===== src/sv/eic_pkg.sv =====
// Shared types and constants for the edge interval capture block.
package eic_pkg;

  localparam int PIN_W  = 16;
  localparam int DATA_W = 32;

  typedef enum logic [1:0] {
    OP_SAMPLE = 2'd0,
    OP_READ   = 2'd1,
    OP_CLEAR  = 2'd2
  } op_t;

  localparam logic [1:0] CFG_RISE_EN = 2'd0;
  localparam logic [1:0] CFG_FALL_EN = 2'd1;
  localparam logic [1:0] CFG_MASK    = 2'd2;

  typedef struct packed {
    logic capture;
    logic clear;
    logic rd_en;
  } lane_cmd_t;

  typedef struct packed {
    logic [DATA_W-1:0] count;
    logic [DATA_W-1:0] latest;
    logic [DATA_W-1:0] earlier;
  } lane_stat_t;

endpackage


===== src/sv/eic_lane.sv =====
// One capture lane: stamps, edge count and interval history ring of a single line.
module eic_lane import eic_pkg::*; #(
  parameter int RING_DEPTH = 8,
  parameter int SW = (RING_DEPTH > 1) ? $clog2(RING_DEPTH) : 1
) (
  input  logic              clk,
  input  logic              rst_n,
  input  lane_cmd_t         cmd,
  input  logic [DATA_W-1:0] tick,
  input  logic [SW-1:0]     rd_slot,
  output lane_stat_t        stat,
  output logic [DATA_W-1:0] rd_data,
  output logic              rd_hit
);

  localparam int FW = $clog2(RING_DEPTH + 1);

  logic [DATA_W-1:0] count_r, count_nxt;
  logic [DATA_W-1:0] latest_r, latest_nxt;
  logic [DATA_W-1:0] earlier_r, earlier_nxt;
  logic [SW-1:0]     wp_r, wp_nxt;
  logic [FW-1:0]     fill_r, fill_nxt;
  logic [DATA_W-1:0] rd_data_r;
  logic              rd_hit_r;

  logic [DATA_W-1:0] ring_mem [RING_DEPTH];

  always_comb begin
    count_nxt   = count_r;
    latest_nxt  = latest_r;
    earlier_nxt = earlier_r;
    wp_nxt      = wp_r;
    fill_nxt    = fill_r;
    if (cmd.clear) begin
      count_nxt   = '0;
      latest_nxt  = '0;
      earlier_nxt = '0;
      wp_nxt      = '0;
      fill_nxt    = '0;
    end else if (cmd.capture) begin
      count_nxt   = count_r + 1'b1;
      latest_nxt  = tick;
      earlier_nxt = latest_r;
      wp_nxt      = (wp_r == SW'(RING_DEPTH - 1)) ? '0 : wp_r + 1'b1;
      if (fill_r != FW'(RING_DEPTH)) fill_nxt = fill_r + 1'b1;
    end
  end

  always_ff @(posedge clk) begin
    if (!rst_n) begin
      count_r   <= '0;
      latest_r  <= '0;
      earlier_r <= '0;
      wp_r      <= '0;
      fill_r    <= '0;
    end else begin
      count_r   <= count_nxt;
      latest_r  <= latest_nxt;
      earlier_r <= earlier_nxt;
      wp_r      <= wp_nxt;
      fill_r    <= fill_nxt;
    end
  end

  // slots at or above the fill count have not been written since clear/reset
  always_ff @(posedge clk) begin
    if (cmd.capture) ring_mem[wp_r] <= tick - latest_r;
    if (cmd.rd_en) begin
      rd_data_r <= ring_mem[rd_slot];
      rd_hit_r  <= (FW'(rd_slot) < fill_r);
    end
  end

  assign stat.count   = count_r;
  assign stat.latest  = latest_r;
  assign stat.earlier = earlier_r;
  assign rd_data      = rd_data_r;
  assign rd_hit       = rd_hit_r;

endmodule


===== config.mk =====
export PLATFORM = sky130hd
export DESIGN_NAME = eic_lane
export DESIGN_NICKNAME = d
export VERILOG_FILES = /design/src/sv/eic_pkg.sv /design/src/sv/eic_lane.sv
export SDC_FILE = /design/constraint.sdc
export NUM_CORES = 1
export LEC_CHECK = 0
export ABC_AREA = 1
export BUFFER_PORTS_ARGS = -buffer_cell sky130_fd_sc_hd__buf_2
export CAP_MARGIN = 20
export CORE_MARGIN = 1
export CORE_UTILIZATION = 42
export DETAILED_ROUTE_END_ITERATION = 16
export PLACE_DENSITY = 0.57
export SLEW_MARGIN = 20
export SYNTH_ARGS = -nofsm -noshare
export SYNTH_HDL_FRONTEND = slang
export SYNTH_SLANG_ARGS = --single-unit

===== constraint.sdc =====
create_clock -name clk -period 4 [get_ports clk]
set_clock_uncertainty 0.1 [all_clocks]
set_input_delay 0.4 -clock clk [delete_from_list [all_inputs] [get_ports clk]]
set_output_delay 0.4 -clock clk [all_outputs]
set_load 0.05 [all_outputs]

==> flow_metrics.env <==
export IMPL_status="finished clean"
export IMPL_internal_power_w=0.00757
export IMPL_max_clock_freq_mhz=388
export IMPL_clk_latency_ps=570
export IMPL_synth_async_sr_flop_share=0
export IMPL_ys_seq_area_frac=0.615
export IMPL_finalMaxSlewViolations=0
export IMPL_nets=2061
export IMPL_yosys_area_top_type_share=0.497
export IMPL_grt_use_total=0.210
export IMPL_syn_inst=1828
export IMPL_worst_setup_path_start_kind="input pin"
export IMPL_yosysTopAreaCell="edfxtp_1"
export IMPL_finish_utilization=0.499
export IMPL_drc=0
export IMPL_synth_nets=1907
export IMPL_hold_class="input pin to register"
export IMPL_ctsRootBufferMaster="clkbuf_16"
export IMPL_path_class="input pin to register"
export IMPL_crit_start="tick[0]"
export IMPL_yosysWarningCount=0
export IMPL_dieArea_um2=42400
export IMPL_met2_usage=0.348
export IMPL_rsz0062_at_grt="no"
export IMPL_gp_congestion=0.935
export IMPL_numCtsBuffers=42
export IMPL_p_seq_frac=0.462
export IMPL_die_w_um=206
export IMPL_dp_cells=2468
export IMPL_crit_fanout=8
export IMPL_crit_arrival_ps=2770
export IMPL_synth_edf_count=289
export IMPL_pwr_share_comb=0.109
export IMPL_fin_tns_setup_ps=0
export IMPL_core_area_um2=40900
export IMPL_vias_per_cell=5.11
export IMPL_grt_max_degree=107
export IMPL_end_kind="register"
export IMPL_htreeDepth=2
export IMPL_worst_pin_slew_ps=883
export IMPL_cap_violations=0
export IMPL_antenna_left=0
export IMPL_first_global_vias=12600
export IMPL_ys_seq_elements=392
export IMPL_p_leak_nw=8.26
export IMPL_fill_cells=3835
export IMPL_place_hpwl_um=28100
export IMPL_routed_wl_um=43900
export IMPL_fin_cells=2549
export IMPL_placementRows=74
export IMPL_first_pass_iters=5
export IMPL_fin_crit_ps=2580
export IMPL_post_cts_setup_buffers=0
export IMPL_reg2reg_from="latest_r[2]"
export IMPL_p_sw_w=0.00249
export IMPL_cts_resized=0
export IMPL_post_route_cells_drive_above_1_share=0.137
export IMPL_synth_area_leaders="edfxtp_1 (50%), dfxtp_1 (12%), nand2_1 (8.8%)"
export IMPL_cts_tree="done"
export IMPL_power_density_nw_per_um2=493
export IMPL_grt_busiest_layer="met2"
export IMPL_cp_required_ps=4200
export IMPL_ys_types=37
export IMPL_clkSinkCount=392
export IMPL_clkPwrFrac=0.430
export IMPL_path_clk_slew_ps=60
export IMPL_num_vias=13013
export IMPL_gr_total_overflow=0
export IMPL_p_sw_frac=0.247
export IMPL_max_slew_margin=0.411
export IMPL_postSynthAreaPerCell_um2=9.56
export IMPL_finalHoldViolCount=0
export IMPL_ir_drop_v=0.000303
export IMPL_cts_buffer_depth=3
export IMPL_drt_initial_drc_count=724
export IMPL_hold_buffers=2
export IMPL_grt_pass1_wl_um=69000
export IMPL_antenna_found_initial=2
export IMPL_wire_per_inst_um=17.2
export IMPL_grtUsageMet1=0.281
export IMPL_setup_viol=0
export IMPL_fin_crit_sh=0.644
export IMPL_start_util=0.427
export IMPL_use_met3=0.0314
export IMPL_synthToLayoutAreaGrowth_pct=16.8
export IMPL_synthFlopType="edfxtp_1"
export IMPL_netlist_area_um2=17500
export IMPL_hp_start="tick[13]"
export IMPL_port_buffers=168
export IMPL_fp_dieH_um=206
export IMPL_pin_count=169
==> power groups by stage <==
stage | combinational (W) | clock (W) | sequential, W
after floorplan | 0.000574 | 0 | 0.00491
after global placement | 0.00108 | 0 | 0.00473
after detailed placement | 0.00109 | 0 | 0.00473
after CTS | 0.00110 | 0.00439 | 0.00464
after global routing | 0.00121 | 0.00455 | 0.00465
final | 0.00109 | 0.00432 | 0.00464
==> final cells by class <==
| class | instances | area, µm² | area share |
|---|---|---|---|
| Antenna cell | 1 | 2.50 | 0.000123 |
| Clock buffer | 53 | 1150 | 0.0566 |
| Clock inverter | 25 | 398 | 0.0195 |
| Inverter | 183 | 688 | 0.0337 |
| Multi-Input combinational cell | 1176 | 5750 | 0.282 |
| Sequential cell | 392 | 10700 | 0.526 |
| Tap cell | 532 | 666 | 0.0326 |
| Timing Repair Buffer | 187 | 1010 | 0.0493 |
==> cells by family (layout without fill, tap and decap cells) <==
family,after synthesis,in the layout,synth area share
flip-flops,392,392,0.615
XOR/XNOR,22,22,0.0110
AND/OR/NAND/NOR,787,787,0.179
other,0,1,0
AO/OA/AOI/OAI,328,328,0.109
buffers and inverters,260,448,0.0580
adder cells (fa/ha/maj),39,39,0.0284
==> sequential cells by signal, indices dropped and copies added (netlist names) <==
name	cells
ring_mem	256
count_r	32
earlier_r	32
latest_r	32
rd_data	32
fill_r	4
wp_r	3
rd_hit	1
==> routing by layer <==
layer | vias up | wire, µm
li1 | 6481 | -
met1 | 6177 | 20100
met2 | 280 | 20600
met3 | 75 | 2030
met4 | 0 | 1150
met5 | - | 0
==> cells in the mapped netlist, types with 2 or more instances <==
master / instances
and3_1: 2
o21a_1: 4
nand4_1: 11
buf_2: 18
inv_2: 3
nand3b_1: 2
inv_1: 180
o32ai_1: 64
a21oi_1: 113
nand2_1: 412
o21ai_0: 139
xnor2_1: 3
a31oi_1: 2
nor2_1: 286
nand3_1: 47
buf_4: 2
edfxtp_1: 289
clkbuf_1: 49
o21bai_1: 3
nor2_2: 5
nor3_1: 12
buf_1: 7
ha_1: 38
xor2_1: 19
nor3b_1: 2
dfxtp_1: 103
nor2_4: 3
==> critical path, cell delays in order <==
cell,delay (ps)
dlygate4sd3_1,510
buf_2,100
inv_1,50
ha_1,240
fa_1,430
inv_1,120
nand2_1,60
nand3_1,140
nand2_1,90
nand2_1,180
xor2_1,440
==> placed cells by master, fill, tap and decap left out, types with 2 or more instances in the layout <==
cell           synthesis  final
inv_2                  3      3
nand3b_1               2      2
clkinv_8               0      2
nand3_1               47     47
clkbuf_1              49      5
o21a_1                 4      4
clkbuf_8               0      4
xor2_1                19     19
o21ai_0              139    139
nor3b_1                2      2
a21oi_1              113    113
inv_1                180    179
clkbuf_16              0     43
dfxtp_1              103    103
bufinv_16              0     10
nor2_4                 3      4
o32ai_1               64     64
nor3_1                12     12
xnor2_1                3      3
buf_4                  2     18
edfxtp_1             289    289
clkinv_2               0      5
nor2_2                 5     13
and3_1                 2      2
clkinv_1               0      6
buf_2                 18    166
o21bai_1               3      3
nand4_1               11     11
dlygate4sd3_1          0      2
ha_1                  38     38
nor2_1               286    277
a31oi_1                2      2
nand2_1              412    412
==> metrics by stage <==
stage | setup WS (ps) | total power (W) | cell area [µm²] | hold slack [ps]
2_1_floorplan | 1250 | 0.00548 | 17500 | 354
5_1_grt | 1220 | 0.0104 | 20400 | 43.4
4_1_cts | 1450 | 0.0101 | 20400 | 10.3
6_report | 1420 | 0.0101 | 20400 | 31.6
3_5_place_dp | 1390 | 0.00582 | 18800 | 352
3_3_place_gp | 1410 | 0.00581 | 18800 | 346
==> final timing paths <==
check,cells after the start,slack (ps),to
max reg2reg,9,1520,ring_mem[5][13]
min,3,30,latest_r[13]
min reg2reg,2,360,earlier_r[0]
max,11,1420,ring_mem[7][14]
No activity file was read; power rests on OpenSTA's default activity.
